[src/bce_pkg.sv]
package bce_pkg;

  localparam int CHAR_W      = 8;
  localparam int POS_W       = 5;
  localparam int LEN_W       = 6;
  localparam int CFG_IDX_W   = 3;
  localparam int CFG_DATA_W  = 64;
  localparam int BUILTIN_LEN = 24;
  localparam int FIFO_DEPTH  = 4;
  localparam int FIFO_PTR_W  = 2;
  localparam int FIFO_CNT_W  = 3;

  // Configuration register indexes.
  localparam logic [CFG_IDX_W-1:0] CFG_USE_CUSTOM = 3'd0;
  localparam logic [CFG_IDX_W-1:0] CFG_LENGTH     = 3'd1;
  localparam logic [CFG_IDX_W-1:0] CFG_CHARS0     = 3'd2;

  localparam logic [CHAR_W-1:0] CH_A       = 8'h41;
  localparam logic [CHAR_W-1:0] CH_B       = 8'h42;
  localparam logic [CHAR_W-1:0] CH_SPACE   = 8'h20;
  localparam logic [CHAR_W-1:0] CH_I       = 8'h49;
  localparam logic [CHAR_W-1:0] CH_J       = 8'h4a;
  localparam logic [CHAR_W-1:0] CH_U       = 8'h55;
  localparam logic [CHAR_W-1:0] CH_V       = 8'h56;
  localparam logic [CHAR_W-1:0] CH_LOWER_A = 8'h61;
  localparam logic [CHAR_W-1:0] CH_LOWER_Z = 8'h7a;
  localparam logic [CHAR_W-1:0] CASE_DIFF  = 8'h20;

  // Built-in alphabet: A..Z without J and V.
  localparam logic [CHAR_W-1:0] BUILTIN_ALPHA [BUILTIN_LEN] = '{
    8'h41, 8'h42, 8'h43, 8'h44, 8'h45, 8'h46, 8'h47, 8'h48,
    8'h49, 8'h4b, 8'h4c, 8'h4d, 8'h4e, 8'h4f, 8'h50, 8'h51,
    8'h52, 8'h53, 8'h54, 8'h55, 8'h57, 8'h58, 8'h59, 8'h5a
  };

  // One code to emit: optional leading space and the alphabet position.
  typedef struct packed {
    logic             space;
    logic [POS_W-1:0] pos;
  } bce_cmd_t;

  function automatic logic [CHAR_W-1:0] fold_upper(input logic [CHAR_W-1:0] c);
    logic [CHAR_W-1:0] r;
    r = c;
    if (c >= CH_LOWER_A && c <= CH_LOWER_Z) begin
      r = c - CASE_DIFF;
    end
    return r;
  endfunction

endpackage

[src/bce_front.sv]
module bce_front #(
  parameter int ALPHABET_MAX = 32
) (
  input  logic                               clk_i,
  input  logic                               rst_ni,
  input  logic                               cfg_we_i,
  input  logic [bce_pkg::CFG_IDX_W-1:0]      cfg_idx_i,
  input  logic [bce_pkg::CFG_DATA_W-1:0]     cfg_data_i,
  input  logic                               in_fire_i,
  input  logic [bce_pkg::CHAR_W-1:0]         source_byte_i,
  input  logic                               message_start_i,
  output logic                               push_o,
  output bce_pkg::bce_cmd_t                  cmd_o
);
  import bce_pkg::*;

  localparam logic [LEN_W-1:0] MAX_LEN = LEN_W'(ALPHABET_MAX);

  logic                  use_custom_q;
  logic [LEN_W-1:0]      len_q;
  logic [CHAR_W-1:0]     alpha_q [ALPHABET_MAX];
  logic                  pending_q, pending_d;

  logic [LEN_W-1:0]      len_eff;
  logic [CHAR_W-1:0]     ch_fold;
  logic [CHAR_W-1:0]     ch_builtin;
  logic                  hit_custom, hit_builtin, hit;
  logic [POS_W-1:0]      pos_custom, pos_builtin;
  logic                  pending_eff;

  always_ff @(posedge clk_i or negedge rst_ni) begin
    if (!rst_ni) begin
      use_custom_q <= 1'b0;
      len_q        <= '0;
      for (int k = 0; k < ALPHABET_MAX; k++) begin
        alpha_q[k] <= '0;
      end
    end else if (cfg_we_i) begin
      if (cfg_idx_i == CFG_USE_CUSTOM) begin
        use_custom_q <= cfg_data_i[0];
      end
      if (cfg_idx_i == CFG_LENGTH) begin
        len_q <= cfg_data_i[LEN_W-1:0];
      end
      for (int k = 0; k < ALPHABET_MAX; k++) begin
        if (cfg_idx_i == CFG_CHARS0 + CFG_IDX_W'(k / 8)) begin
          alpha_q[k] <= cfg_data_i[(k % 8) * CHAR_W +: CHAR_W];
        end
      end
    end
  end

  assign len_eff = (len_q > MAX_LEN) ? MAX_LEN : len_q;
  assign ch_fold = fold_upper(source_byte_i);

  always_comb begin
    if (ch_fold == CH_J) begin
      ch_builtin = CH_I;
    end else if (ch_fold == CH_V) begin
      ch_builtin = CH_U;
    end else begin
      ch_builtin = ch_fold;
    end
  end

  // Parallel compares; scanning from the top down leaves the lowest match.
  always_comb begin
    hit_custom = 1'b0;
    pos_custom = '0;
    for (int i = ALPHABET_MAX - 1; i >= 0; i--) begin
      if (LEN_W'(i) < len_eff && fold_upper(alpha_q[i]) == ch_fold) begin
        hit_custom = 1'b1;
        pos_custom = POS_W'(i);
      end
    end
  end

  always_comb begin
    hit_builtin = 1'b0;
    pos_builtin = '0;
    for (int i = BUILTIN_LEN - 1; i >= 0; i--) begin
      if (BUILTIN_ALPHA[i] == ch_builtin) begin
        hit_builtin = 1'b1;
        pos_builtin = POS_W'(i);
      end
    end
  end

  assign hit         = use_custom_q ? hit_custom : hit_builtin;
  assign pending_eff = pending_q & ~message_start_i;

  always_comb begin
    pending_d = pending_q;
    if (in_fire_i) begin
      if (hit) begin
        pending_d = 1'b0;
      end else begin
        pending_d = ~message_start_i;
      end
    end
  end

  always_ff @(posedge clk_i or negedge rst_ni) begin
    if (!rst_ni) begin
      pending_q <= 1'b0;
    end else begin
      pending_q <= pending_d;
    end
  end

  assign push_o      = in_fire_i & hit;
  assign cmd_o.space = pending_eff;
  assign cmd_o.pos   = use_custom_q ? pos_custom : pos_builtin;

endmodule

[src/bce_fifo.sv]
module bce_fifo (
  input  logic               clk_i,
  input  logic               rst_ni,
  input  logic               push_i,
  input  bce_pkg::bce_cmd_t  push_data_i,
  output logic               full_o,
  input  logic               pop_i,
  output bce_pkg::bce_cmd_t  pop_data_o,
  output logic               empty_o
);
  import bce_pkg::*;

  bce_cmd_t                mem_q [FIFO_DEPTH];
  logic [FIFO_PTR_W-1:0]   wr_ptr_q, rd_ptr_q;
  logic [FIFO_CNT_W-1:0]   cnt_q, cnt_d;
  logic                    do_push, do_pop;

  assign full_o     = (cnt_q == FIFO_CNT_W'(FIFO_DEPTH));
  assign empty_o    = (cnt_q == '0);
  assign do_push    = push_i & ~full_o;
  assign do_pop     = pop_i & ~empty_o;
  assign pop_data_o = mem_q[rd_ptr_q];

  always_comb begin
    cnt_d = cnt_q;
    if (do_push && !do_pop) begin
      cnt_d = cnt_q + 1'b1;
    end else if (!do_push && do_pop) begin
      cnt_d = cnt_q - 1'b1;
    end
  end

  always_ff @(posedge clk_i) begin
    if (do_push) begin
      mem_q[wr_ptr_q] <= push_data_i;
    end
  end

  always_ff @(posedge clk_i or negedge rst_ni) begin
    if (!rst_ni) begin
      wr_ptr_q <= '0;
      rd_ptr_q <= '0;
      cnt_q    <= '0;
    end else begin
      if (do_push) begin
        wr_ptr_q <= wr_ptr_q + 1'b1;
      end
      if (do_pop) begin
        rd_ptr_q <= rd_ptr_q + 1'b1;
      end
      cnt_q <= cnt_d;
    end
  end

  a_cnt_range: assert property (@(posedge clk_i) disable iff (!rst_ni)
    cnt_q <= FIFO_CNT_W'(FIFO_DEPTH))
    else $error("queue count out of range");

  a_cnt_track: assert property (@(posedge clk_i) disable iff (!rst_ni)
    (do_push && !do_pop) |=> cnt_q == $past(cnt_q) + 1'b1)
    else $error("queue count did not follow a push");

  a_empty_ptrs: assert property (@(posedge clk_i) disable iff (!rst_ni)
    empty_o |-> wr_ptr_q == rd_ptr_q)
    else $error("empty queue with unequal pointers");

endmodule

[src/bce_back.sv]
module bce_back (
  input  logic                        clk_i,
  input  logic                        rst_ni,
  input  logic                        empty_i,
  input  bce_pkg::bce_cmd_t           cmd_i,
  output logic                        pop_o,
  output logic                        m_axis_tvalid,
  input  logic                        m_axis_tready,
  output logic [bce_pkg::CHAR_W-1:0]  m_axis_tdata,
  output logic                        m_axis_tlast
);
  import bce_pkg::*;

  logic               busy_q;
  logic               space_q;
  logic [POS_W-1:0]   pos_q;
  logic [2:0]         bit_q;
  logic               out_valid_q;
  logic [CHAR_W-1:0]  out_char_q;
  logic               out_last_q;
  logic               slot_free, emit, finishing;

  assign slot_free = ~out_valid_q | m_axis_tready;
  assign emit      = busy_q & slot_free;
  assign finishing = emit & ~space_q & (bit_q == '0);
  assign pop_o     = ~empty_i & (~busy_q | finishing);

  always_ff @(posedge clk_i or negedge rst_ni) begin
    if (!rst_ni) begin
      busy_q      <= 1'b0;
      space_q     <= 1'b0;
      bit_q       <= '0;
      out_valid_q <= 1'b0;
    end else begin
      if (emit) begin
        out_valid_q <= 1'b1;
        if (space_q) begin
          space_q <= 1'b0;
        end else if (bit_q != '0) begin
          bit_q <= bit_q - 1'b1;
        end
      end else if (m_axis_tready) begin
        out_valid_q <= 1'b0;
      end
      if (pop_o) begin
        busy_q  <= 1'b1;
        space_q <= cmd_i.space;
        bit_q   <= 3'(POS_W - 1);
      end else if (finishing) begin
        busy_q <= 1'b0;
      end
    end
  end

  always_ff @(posedge clk_i) begin
    if (pop_o) begin
      pos_q <= cmd_i.pos;
    end
    if (emit) begin
      if (space_q) begin
        out_char_q <= CH_SPACE;
        out_last_q <= 1'b0;
      end else begin
        out_char_q <= pos_q[bit_q] ? CH_B : CH_A;
        out_last_q <= (bit_q == '0);
      end
    end
  end

  assign m_axis_tvalid = out_valid_q;
  assign m_axis_tdata  = out_char_q;
  assign m_axis_tlast  = out_last_q;

  a_legal_char: assert property (@(posedge clk_i) disable iff (!rst_ni)
    out_valid_q |-> (out_char_q == CH_A || out_char_q == CH_B || out_char_q == CH_SPACE))
    else $error("illegal output character");

  a_last_not_space: assert property (@(posedge clk_i) disable iff (!rst_ni)
    (out_valid_q && out_last_q) |-> out_char_q != CH_SPACE)
    else $error("run ends on a space");

  a_space_then_code: assert property (@(posedge clk_i) disable iff (!rst_ni)
    (emit && space_q) |=> busy_q)
    else $error("space emitted without a following code");

  a_bit_range: assert property (@(posedge clk_i) disable iff (!rst_ni)
    busy_q |-> bit_q <= 3'(POS_W - 1))
    else $error("bit counter out of range");

endmodule

[src/bacon_cipher_encoder.sv]
// Bacon cipher encoder. Each input transfer carries one source byte (tdata) and a
// message-start flag (tuser). A byte that matches the active alphabet produces five
// output transfers of 'A'/'B' (position MSB first), preceded by a space when an
// unmatched byte came since the last match in the same message; tlast marks the
// final character of the run. Unmatched bytes produce nothing. The front end
// classifies a byte in the cycle it is accepted and queues matches in a four-entry
// queue, so input is taken every cycle until the queue fills. Output is paced by
// the serializer at one character per cycle while the receiver is ready.
// Write configuration only while the block is idle.
module bacon_cipher_encoder #(
  parameter int ALPHABET_MAX = 32
) (
  input  logic                               clk_i,
  input  logic                               rst_ni,
  input  logic                               cfg_we_i,
  input  logic [bce_pkg::CFG_IDX_W-1:0]      cfg_idx_i,
  input  logic [bce_pkg::CFG_DATA_W-1:0]     cfg_data_i,
  input  logic                               s_axis_tvalid,
  output logic                               s_axis_tready,
  input  logic [7:0]                         s_axis_tdata,  // [7:0] source_byte
  input  logic                               s_axis_tuser,  // [0] message_start
  output logic                               m_axis_tvalid,
  input  logic                               m_axis_tready,
  output logic [7:0]                         m_axis_tdata,  // [7:0] code_char
  output logic                               m_axis_tlast
);
  import bce_pkg::*;

  logic      in_fire, push, full, pop, empty;
  bce_cmd_t  push_cmd, pop_cmd;

  assign s_axis_tready = ~full;
  assign in_fire       = s_axis_tvalid & s_axis_tready;

  bce_front #(
    .ALPHABET_MAX(ALPHABET_MAX)
  ) u_front (
    .clk_i          (clk_i),
    .rst_ni         (rst_ni),
    .cfg_we_i       (cfg_we_i),
    .cfg_idx_i      (cfg_idx_i),
    .cfg_data_i     (cfg_data_i),
    .in_fire_i      (in_fire),
    .source_byte_i  (s_axis_tdata),
    .message_start_i(s_axis_tuser),
    .push_o         (push),
    .cmd_o          (push_cmd)
  );

  bce_fifo u_fifo (
    .clk_i      (clk_i),
    .rst_ni     (rst_ni),
    .push_i     (push),
    .push_data_i(push_cmd),
    .full_o     (full),
    .pop_i      (pop),
    .pop_data_o (pop_cmd),
    .empty_o    (empty)
  );

  bce_back u_back (
    .clk_i        (clk_i),
    .rst_ni       (rst_ni),
    .empty_i      (empty),
    .cmd_i        (pop_cmd),
    .pop_o        (pop),
    .m_axis_tvalid(m_axis_tvalid),
    .m_axis_tready(m_axis_tready),
    .m_axis_tdata (m_axis_tdata),
    .m_axis_tlast (m_axis_tlast)
  );

endmodule

[config.mk]
export PLATFORM = sky130hd
export DESIGN_NAME = bacon_cipher_encoder
export DESIGN_NICKNAME = d
export VERILOG_FILES = /design/src/bce_pkg.sv /design/src/bce_front.sv /design/src/bce_fifo.sv /design/src/bce_back.sv /design/src/bacon_cipher_encoder.sv
export SDC_FILE = /design/constraint.sdc
export NUM_CORES = 1
export LEC_CHECK = 0
export BUFFER_PORTS_ARGS = -buffer_cell sky130_fd_sc_hd__buf_4
export CAP_MARGIN = 5
export CORE_MARGIN = 5
export CORE_UTILIZATION = 30
export DETAILED_ROUTE_END_ITERATION = 10
export PLACE_DENSITY = 0.54
export SETUP_SLACK_MARGIN = 0.02
export SYNTH_ARGS = -nofsm -noshare
export SYNTH_HDL_FRONTEND = slang
export SYNTH_SLANG_ARGS = --single-unit
[constraint.sdc]
create_clock -name clk_i -period 5.45 [get_ports clk_i]
set_clock_uncertainty 0.15 [all_clocks]
set_input_delay 0.2725 -clock clk_i [delete_from_list [all_inputs] [get_ports clk_i]]
set_output_delay 0.2725 -clock clk_i [all_outputs]
set_load 0.02 [all_outputs]
==> flow_metrics.tcl, run 1 <==
set metrics [dict create \
    drt-total-wl_um 54200 \
    slew_violations 0 \
    syn_area_mm2 0.0185 \
    ioPinCount 92 \
    drc_errors 0 \
    grt_pass1_vias 14000 \
    core-area_mm2 0.0614 \
    vias 13900 \
    ys_types 86 \
    synth_mux_area_share_pct 15.0 \
    tightest_slew_ps 1150 \
    clkSinkCount 311 \
    synth_xor_area_share_pct 12.1 \
    synth.avg_cell_area_um2 10.8 \
    grt_max_degree 132 \
    tritoncts "yes" \
    cts_buffers 38 \
    status "completed" \
    max_clock_freq_mhz 217 \
    grt_use_total_pct 16.1 \
    num_antenna_cells 0 \
    rows 91 \
    area_growth_pct 18.9 \
    fin_crit_sh_pct 84.5 \
    fillCellCount 6069 \
    gr-total-overflow 0 \
    dp_hpwl_um 39100 \
    hp-class "in2reg" \
    grt_pass1_wl_um 84100 \
    detail_route.first_pass.iterations 5 \
    synth_area_leaders "dfrtp_1 (38%), mux2_2 (14%), xnor2_1 (7.9%)" \
    crit_type "reg2reg" \
    p_switching_mw 2.80 \
    yosysTopAreaCell "dfrtp_1" \
    yosys.area_share.simple_pct 10.9 \
    htreeDepth 2 \
    first_iter_violations 854 \
    start_kind "register" \
    swShare_pct 33.2 \
    die_area_mm2 0.0666 \
    clock_latency_ps 560 \
    final_common_cell "dfrtp_1" \
    cts_max_path_buffers 3 \
    hold_violations 0 \
    yosysWarnings 0 \
    drv_cap 0 \
    synth_compound_area_share_pct 11.9 \
    required_ps 5740 \
    final_layout_size_suffix_gt1_share_pct 23.5 \
    placed_cell_area_mm2 0.0200 \
    synth_top_cell_area_share_pct 37.5 \
    clk_pin_slew_ps 60 \
    synth_top_family_by_area "multiplexers" \
    ir_drop_mv 0.191 \
    place_ws_ps 519 \
    pwr-share-comb_pct 27.7 \
    netlist_instances 1716 \
    die_x_um 258 \
    avgRoutedWirePerCell_um 20.2 \
    max_stage_delay_ps 810 \
    final.min_clock_period_ps 4610 \
    crit_family "simple AND/OR/NAND/NOR gates" \
    power_frac_seq_pct 41.3 \
    rsz0062_at_grt "false" \
    gp_congestion 0.906 \
    async_flop_share_pct 89.1 \
    setup_ws_ps 843 \
    portBuffers 87 \
    nNetsFinal 1983 \
    synth-seq-cells 311 \
    root_buffer "clkbuf_16" \
    synth_ff_type "dfrtp_1" \
    die_h_um 258 \
    p_int_mw 5.62 \
    synthAdderAreaFrac_pct 2.87 \
    initial_utilization_pct 30.1 \
    powerDensity_mw_per_mm2 383 \
    max_slew_margin_pct 23.0 \
    cp-end-kind "register" \
    p_leak_nw 8.78 \
    p_clk_share_pct 31.0 \
    antenna_found_initial 1 \
    cp_slowest_cell "nor3_1" \
    final_cell_area_mm2 0.0220 \
    crit_fanout 8 \
    viasPerCell 5.18 \
    synth_edf_count 34 \
    path_cells "or2_2 > nor3_1 > o21ai_0 > nand4_1 > nor4_1 > or2_2 > a211oi_2 > nand4_1 > o211a_1 > ha_1 > inv_1 > fa_1 > mux2_2" \
    ys_seq_area_share_pct 43.1 \
    antenna_left 0 \
    final_cell_mix "dfrtp_1 (277), mux2_2 (229), xnor2_1 (166)" \
    setup_violations 0 \
    setup_tns_ps 0 \
    worst-path-buf-inv 1 \
    arrival_ps 4900 \
]
-- cell type report --
| type | count | area (um2) | area share, % |
|---|---|---|---|
| clock buffer | 49 | 1070 | 4.89 |
| sequential | 311 | 7950 | 36.2 |
| clock inverter | 20 | 215 | 0.980 |
| multi-input combinational | 1234 | 9780 | 44.5 |
| inverter | 91 | 342 | 1.56 |
| timing repair buffer | 185 | 1610 | 7.32 |
| tap | 790 | 988 | 4.50 |
-- metal layers --
layer / global-route usage (%) / up-vias / share of wire, %
met5: 0 / - / 0.024
met4: 5.92 / 2 / 3.5
met3: 2.53 / 103 / 4.2
met2: 26.9 / 327 / 48
met1: 21.1 / 6936 / 44
li1: - / 6506 / -
-- metrics by stage --
step	hold slack, ps	utilization (%)	power (mW)	std cells
final	109	35.8	8.42	2680
after global routing	99.7	35.8	8.93	2680
after CTS	71.0	35.8	8.51	2680
after detailed placement	179	32.6	5.80	2542
after global placement	179	32.6	5.73	2542
after floorplan	-173	-	5.05	1719
-- worst min-delay path, cell delays in order --
cell and delay, ps:
buf_4 80, and2_1 290, a211oi_1 130
-- state kept, by name, summed over array words and instances (netlist names) --
register and count:
u_fifo.cnt_q 3, u_fifo.wr_ptr_q 2, u_back.m_axis_tdata 4, u_fifo.rd_ptr_q 2, u_back.m_axis_tlast 1, u_front.len_q 6
u_front.pending_q 1, u_back.bit_q 3, u_back.pos_q 5, u_front.alpha_q 256, u_back.space_q 1, u_back.busy_q 1
u_back.m_axis_tvalid 1, u_fifo.mem_q 24, u_front.use_custom_q 1
-- power groups by stage --
stage          clock network [mW]  registers (mW)  logic, mW
5_1_grt                      2.78            3.56       2.59
6_report                     2.61            3.47       2.33
3_5_place_dp                    0            3.50       2.29
3_3_place_gp                    0            3.48       2.25
2_1_floorplan                   0            3.30       1.74
4_1_cts                      2.69            3.47       2.36
-- worst paths after layout --
| check | depth (start not counted) | from | to | slack, ps |
|---|---|---|---|---|
| hold / removal | 3 | s_axis_tvalid | u_front.pending_q | 110 |
| min in group asynchronous | 2 | rst_ni | u_front.alpha_q[49] | 170 |
| setup reg to reg | 13 | u_front.len_q[4] | u_fifo.cnt_q[1] | 840 |
| hold reg to reg | 1 | u_back.busy_q | u_back.m_axis_tvalid | 340 |
| max in group asynchronous | 3 | rst_ni | u_front.alpha_q[213] | 3620 |
| setup / recovery | 13 | u_front.len_q[4] | u_fifo.cnt_q[1] | 840 |
-- cell usage after synthesis (5+ instances only) --
cell type  instances
xnor2_1          166
o22ai_1           17
a21o_1             7
ha_1              40
or2_2              7
o211ai_1           7
mux2_2           229
edfxtp_1          34
dfrtp_1          277
nor3b_1            5
a31oi_1            7
nor2_1            44
nand3_1           28
inv_1             90
o2bb2ai_1          7
buf_4             10
o21ai_0           68
nor4_1            25
xor2_1            90
a21oi_1           47
nand2b_1          12
o21bai_1          25
a41oi_1            7
nor3_1            28
or4_1             30
and4_1             5
clkbuf_1          44
o31ai_1           40
mux4_2             7
buf_2             20
nand4_1           34
nand2_1          123
o221ai_1          18
or3_1              5
and2_1            15
a211oi_1           5
a311oi_1           5
a2111oi_0          8
-- what timing repair did --
action / 4_1_cts / 5_1_grt
gates resized for setup: 0 / 0
setup buffers: 0 / 0
hold buffers: 69 / 0
setup endpoints to repair: 0 / 0
hold endpoints to repair: 351 / 0
-- logic make-up after synthesis --
group / after synthesis
compound gates: 310
xor+xnor: 256
fa+ha+maj: 42
buf+inv: 174
flops: 311
mux: 239
other cells: 1
simple gates: 383
(Power assumes the default switching activity.)
==> run 2, diff against run 1 <==
--- a/config.mk
+++ b/config.mk
@@ -5,6 +5,7 @@
 export SDC_FILE = /design/constraint.sdc
 export NUM_CORES = 1
 export LEC_CHECK = 0
+export ABC_AREA = 1
 export BUFFER_PORTS_ARGS = -buffer_cell sky130_fd_sc_hd__buf_4
 export CAP_MARGIN = 5
 export CORE_MARGIN = 5
==> constraint.sdc (replaced) <==
create_clock -name clk_i -period 4.7 [get_ports clk_i]
set_clock_uncertainty 0.15 [all_clocks]
set_input_delay 0.235 -clock clk_i [delete_from_list [all_inputs] [get_ports clk_i]]
set_output_delay 0.235 -clock clk_i [all_outputs]
set_load 0.02 [all_outputs]
==> run 2 against run 1 <==
Compared with the run above: cell area increased by 1.5%; sequential power increased by 12%; via count increased by 24%; area after synthesis increased by 1.3%; highest routed layer is now met4; flip-flop and latch count unchanged; power increased by 12%; synthesized cell count increased by 43%; clock power increased by 13%; first-iteration DRC count increased by 44%; largest power group unchanged; critical path depth increased by 6; routed wire length increased by 14%; die area increased by 1.2%; critical path type unchanged.
==> flow_metrics.tcl, run 2 <==
set metrics [dict create \
    arrival_ps 4550 \
    crit_start "u_front.len_q[4]" \
    place_ws_ps 375 \
    top_register "u_front.alpha_q" \
    grt_use_total_pct 18.3 \
    clk_pin_slew_ps 70 \
    drv_cap 0 \
    crit_end "u_fifo.cnt_q[2]" \
    antenna_found_initial 0 \
    synth_top_cell_area_share_pct 37.1 \
    drt-total-wl_um 62100 \
    p_leak_nw 10.5 \
    ioPinCount 92 \
    largest_registers "u_front.alpha_q: 256 flops, u_fifo.mem_q: 24 flops, u_front.len_q: 6 flops" \
    final_cell_area_mm2 0.0223 \
    initial_utilization_pct 30.3 \
    viasPerCell 4.96 \
    gp_congestion 0.958 \
    clock_latency_ps 570 \
    synth_ff_type "dfrtp_1" \
    max_slew_margin_pct 36.9 \
    core-area_mm2 0.0617 \
    die_x_um 260 \
    fin_crit_sh_pct 91.1 \
    fillCellCount 6468 \
    netlist_instances 2461 \
    slew_violations 0 \
    cts_resized 0 \
    cts_buffers 39 \
    grt_pass1_wl_um 97800 \
    synth_edf_count 34 \
    yosysWarnings 0 \
    grt_pass1_vias 16900 \
    cts_max_path_buffers 3 \
    placed_cell_area_mm2 0.0204 \
    num_antenna_cells 0 \
    required_ps 4970 \
    ys_types 59 \
    root_buffer "clkbuf_16" \
    synth_area_leaders "dfrtp_1 (37%), nand2_1 (12%), o21ai_0 (8.4%)" \
    final_layout_size_suffix_gt1_share_pct 8.85 \
    area_growth_pct 19.2 \
    largest_reg_flops 256 \
    start_kind "register" \
    dp_hpwl_um 45800 \
    avgRoutedWirePerCell_um 17.9 \
    rows 91 \
    syn_area_mm2 0.0187 \
    die_h_um 260 \
    rrSetupSlack_ps 420 \
    vias 17200 \
    setup_ws_ps 417 \
    final_util_pct 36.1 \
    rsz0062_at_grt "false" \
    hp-class "in2reg" \
    synth.avg_cell_area_um2 7.60 \
    first_iter_violations 1233 \
    ir_drop_mv 0.223 \
    clkSinkCount 311 \
    drc_errors 0 \
    final.min_clock_period_ps 4280 \
    cp-end-kind "register" \
    hold_violations 0 \
    grt_max_degree 111 \
    multi_input_area_mm2 0.00918 \
    antenna_left 0 \
    r2r.worst_path.cells 19 \
    max_clock_freq_mhz 233 \
    tritoncts "yes" \
    synth.most_common_cell "nand2_1" \
    final_common_cell "nand2_1" \
    synth-seq-cells 311 \
    crit_type "reg2reg" \
    die_area_mm2 0.0674 \
    setup_violations 0 \
    yosysTopAreaCell "dfrtp_1" \
    synth_common_cells "nand2_1 (586), o21ai_0 (313), inv_1 (295)" \
    async_flop_share_pct 89.1 \
    powerDensity_mw_per_mm2 422 \
    final_cell_mix "nand2_1 (584), o21ai_0 (313), inv_1 (295)" \
    reg2reg_from "u_front.len_q[4]" \
    htreeDepth 2 \
    gr-total-overflow 0 \
    reg2reg_to "u_fifo.cnt_q[2]" \
    portBuffers 87 \
    tightest_slew_ps 934 \
    crit_fanout 7 \
    status "completed" \
    ff_latch_area_mm2 0.00795 \
    detail_route.first_pass.iterations 6 \
    setup_tns_ps 0 \
    nNetsFinal 2731 \
    ys_seq_area_share_pct 42.5 \
]
## run 2: cell types whose count changed after synthesis, sizes merged, moves of 47 or more
cell and delta:
xnor2 -120, o21ai +252, nor2 +150, nand2 +468, nand3 +80, inv +214
mux2 -230, nor3 +47
## run 2: metrics by stage
stage	std cells	hold WS (ps)	power (mW)
3_5_place_dp	3337	145	6.43
5_1_grt	3469	19.8	10.0
4_1_cts	3469	1.64	9.47
2_1_floorplan	2464	-211	5.51
6_report	3469	23.1	9.40
3_3_place_gp	3337	143	6.35
## run 2: report_power, final
group | internal, mW | switching [mW] | leakage, nW
clock network | 1.77 | 1.18 | 0.599
logic | 1.00 | 1.55 | 6.14
registers | 3.29 | 0.609 | 3.79
total | 6.06 | 3.34 | 10.5
## run 2: per-layer routing
metal / vias up / wire length [um] / global-route usage, %
li1: 8401 / - / -
met1: 8224 / 27600 / 24.2
met2: 468 / 29900 / 31.3
met3: 111 / 2880 / 2.20
met4: 0 / 1770 / 6.11
met5: - / 0 / 0
## run 2: how the worst min path moves through the flow
stage	startpoint	end	slack (ps)	depth (start not counted)
floorplan	rst_ni	u_back.bit_q[0]	-210	0
global placement	rst_ni	u_fifo.rd_ptr_q[0]	140	1
detailed placement	rst_ni	u_fifo.rd_ptr_q[1]	140	1
CTS	cfg_data_i[3]	u_front.alpha_q[187]	2	3
global route	cfg_data_i[3]	u_front.alpha_q[251]	20	3
finish	cfg_data_i[3]	u_front.alpha_q[187]	20	3
## run 2: kinds of logic after synthesis
kind of cell | count (synthesis) | share of synthesized area [%]
fa+ha+maj | 41 | 2.78
xor+xnor | 144 | 6.74
buf+inv | 407 | 8.67
compound gates | 506 | 15.3
other cells | 1 | 0.0201
simple gates | 1051 | 24.0
flops | 311 | 42.5
## run 2: final cells by class
class,count,share of cell area [%]
Timing Repair Buffer,207,7.83
Multi-Input combinational cell,1746,41.2
Tap cell,837,4.70
Inverter,304,5.12
Clock inverter,12,0.618
Sequential cell,311,35.7
Clock buffer,52,4.87
## run 2: what timing repair did
action	in CTS	in global routing
endpoints found under the setup margin	0	0
endpoints found under the hold margin	324	0
setup buffers	0	0
hold buffers	68	0
## run 2: worst max-delay path, stage by stage (launching register included)
cell and delay (ps):
dfrtp_1 450, inv_1 120, nand2_1 80, o21ai_1 270, nand2_1 210, nand2_1 290, nor2_1 130, or2_1 250
o41ai_2 470, nor2_1 80, nand2_1 180, o41ai_2 110, buf_4 160, nor2_4 140, ha_1 160, inv_1 60
fa_1 380, a21oi_1 170, o21ai_0 140, xnor2_1 140
==> run 3, diff against run 2 <==
--- a/config.mk
+++ b/config.mk
@@ -7,10 +7,10 @@
 export LEC_CHECK = 0
 export ABC_AREA = 1
 export BUFFER_PORTS_ARGS = -buffer_cell sky130_fd_sc_hd__buf_4
-export CAP_MARGIN = 5
 export CORE_MARGIN = 5
 export CORE_UTILIZATION = 30
 export DETAILED_ROUTE_END_ITERATION = 10
+export MAX_ROUTING_LAYER = met4
 export PLACE_DENSITY = 0.54
 export SETUP_SLACK_MARGIN = 0.02
 export SYNTH_ARGS = -nofsm -noshare
==> run 3 against run 2 <==
Compared with the run above: flip-flop and latch count stayed put; non-clock buffer count increased by 1; die area unchanged; worst hold slack better by 26 ps; critical path depth grew 1; combinational power barely moved; routed wire length down 1.3%; first-iteration DRC count is 11% higher; cell count rose by 0.17%; via count shrank 0.30%; global-route usage is 0.21 points higher.
==> flow_metrics.tcl, run 3 (synthesis gave the netlist of run 2 again) <==
set metrics [dict create \
    cp-end-kind "register" \
    powerDensity_mw_per_mm2 423 \
    setup_tns_ps 0 \
    final.min_clock_period_ps 4240 \
    final_util_pct 36.3 \
    clock_latency_ps 570 \
    crit_fanout 7 \
    final_common_cell "nand2_1" \
    clkSinkCount 311 \
    htreeDepth 2 \
    cts_max_path_buffers 3 \
    arrival_ps 4530 \
    num_antenna_cells 0 \
    viasPerCell 4.94 \
    die_x_um 260 \
    die_area_mm2 0.0674 \
    final_layout_size_suffix_gt1_share_pct 9.40 \
    area_growth_pct 19.8 \
    avgRoutedWirePerCell_um 17.6 \
    tightest_slew_ps 956 \
    p_int_mw 6.08 \
    top_register "u_front.alpha_q" \
    post_cts_buffers 0 \
    grtUsageMet1_pct 23.4 \
    rows 91 \
    rsz0062_at_grt "false" \
    clk_pin_slew_ps 70 \
    tritoncts "yes" \
    ioPinCount 92 \
    grtUsageMet3_pct 2.42 \
    ir_drop_mv 0.223 \
    dp_hpwl_um 45200 \
    grt_max_degree 102 \
    grt_use_total_pct 18.5 \
    hp-class "in2reg" \
    grt_pass1_wl_um 96600 \
    detail_route.first_pass.iterations 6 \
    crit_type "reg2reg" \
    setup_violations 0 \
    first_iter_violations 1373 \
    gp_congestion 0.955 \
    drc_errors 0 \
    power_frac_seq_pct 41.0 \
    die_h_um 260 \
    nNetsFinal 2731 \
    drv_cap 0 \
    required_ps 4990 \
    fin_crit_sh_pct 90.2 \
    drt-total-wl_um 61300 \
    grt_pass1_vias 16900 \
    p_leak_nw 10.6 \
    antenna_left 0 \
    p_clk_share_pct 32.1 \
    antenna_found_initial 0 \
    timing.hold.ws_ps 49.1 \
    max_slew_margin_pct 36.3 \
    p_switching_mw 3.40 \
    slew_violations 0 \
    start_kind "register" \
    pwr-share-comb_pct 26.9 \
    final_cell_mix "nand2_1 (583), o21ai_0 (313), inv_1 (295)" \
    cts_buffers 38 \
    gr-total-overflow 0 \
    top_usage_layer "met2" \
    largest_registers "u_front.alpha_q: 256 flops, u_fifo.mem_q: 24 flops, u_front.len_q: 6 flops" \
    swShare_pct 35.9 \
    grtUsageMet2_pct 30.6 \
    vias 17200 \
    status "completed" \
    hold_violations 0 \
    max_clock_freq_mhz 236 \
    fillCellCount 6483 \
    initial_utilization_pct 30.3 \
    core-area_mm2 0.0617 \
    largest_reg_flops 256 \
    root_buffer "clkbuf_16" \
    portBuffers 87 \
]
## run 3: critical path, stage by stage (launching register included)
cell       delay, ps
dfrtp_1          420
inv_2            130
nand2_1           80
o21ai_1          280
nand2_1          220
nand2_1          340
a31oi_1          220
a2111oi_0        430
nand3_1          250
nand2_1          150
nor2_1            70
nand2_1           90
o41ai_2           80
buf_4            160
nor2_4            80
ha_1             140
inv_1             60
fa_1             380
a21oi_1          140
o21ai_0          110
xnor2_1          130
## run 3: path summary, 6_finish.rpt
kind | start | slack (ps) | end | cells past startpoint
worst max-delay path | u_front.len_q[2] | 460 | u_fifo.cnt_q[2] | 20
worst min-delay path | cfg_data_i[4] | 50 | u_front.alpha_q[188] | 3
worst max register to register | u_front.len_q[2] | 460 | u_fifo.cnt_q[2] | 20
worst min register to register | u_front.alpha_q[230] | 340 | u_front.alpha_q[230] | 2
max in group asynchronous | rst_ni | 3170 | u_front.alpha_q[152] | 3
min in group asynchronous | rst_ni | 200 | u_fifo.rd_ptr_q[1] | 2
## run 3: cell type report
type | count | area (um2) | share of cell area [%]
inverter | 304 | 1140 | 5.09
timing repair buffer | 208 | 1790 | 7.99
clock buffer | 48 | 1090 | 4.86
tap | 837 | 1050 | 4.67
clock inverter | 21 | 203 | 0.904
multi-input combinational | 1746 | 9190 | 41.0
sequential | 311 | 7950 | 35.5
## run 3: stage by stage
step / worst slack, ps / cell area [um2] / cells / total power [mW]
2_1_floorplan: 1020 / 18700 / 2464 / 5.51
3_3_place_gp: 427 / 20400 / 3337 / 6.35
3_5_place_dp: 451 / 20400 / 3337 / 6.43
4_1_cts: 423 / 22400 / 3475 / 9.56
5_1_grt: 56.6 / 22400 / 3475 / 10.1
6_report: 459 / 22400 / 3475 / 9.48
## run 3: repair_timing
item / CTS / global route
hold buffers: 69 / 0
resized for setup: 0 / 2
setup endpoints to repair: 0 / 4
endpoints found under the hold margin: 356 / 0
## run 3: metal layers
metal | routed length, um | up-vias | share of wire [%]
met5 | 0 | - | 0
met4 | 2200 | 0 | 3.6
met3 | 2940 | 126 | 4.8
met2 | 29200 | 454 | 48
met1 | 26900 | 8165 | 44
li1 | - | 8408 | -
## run 3: power by group through the flow
stage	clock network [mW]	registers, mW	logic [mW]
floorplan	0	3.74	1.77
global placement	0	3.91	2.44
detailed placement	0	3.92	2.51
CTS	3.12	3.88	2.57
global route	3.23	3.96	2.94
finish	3.04	3.89	2.55
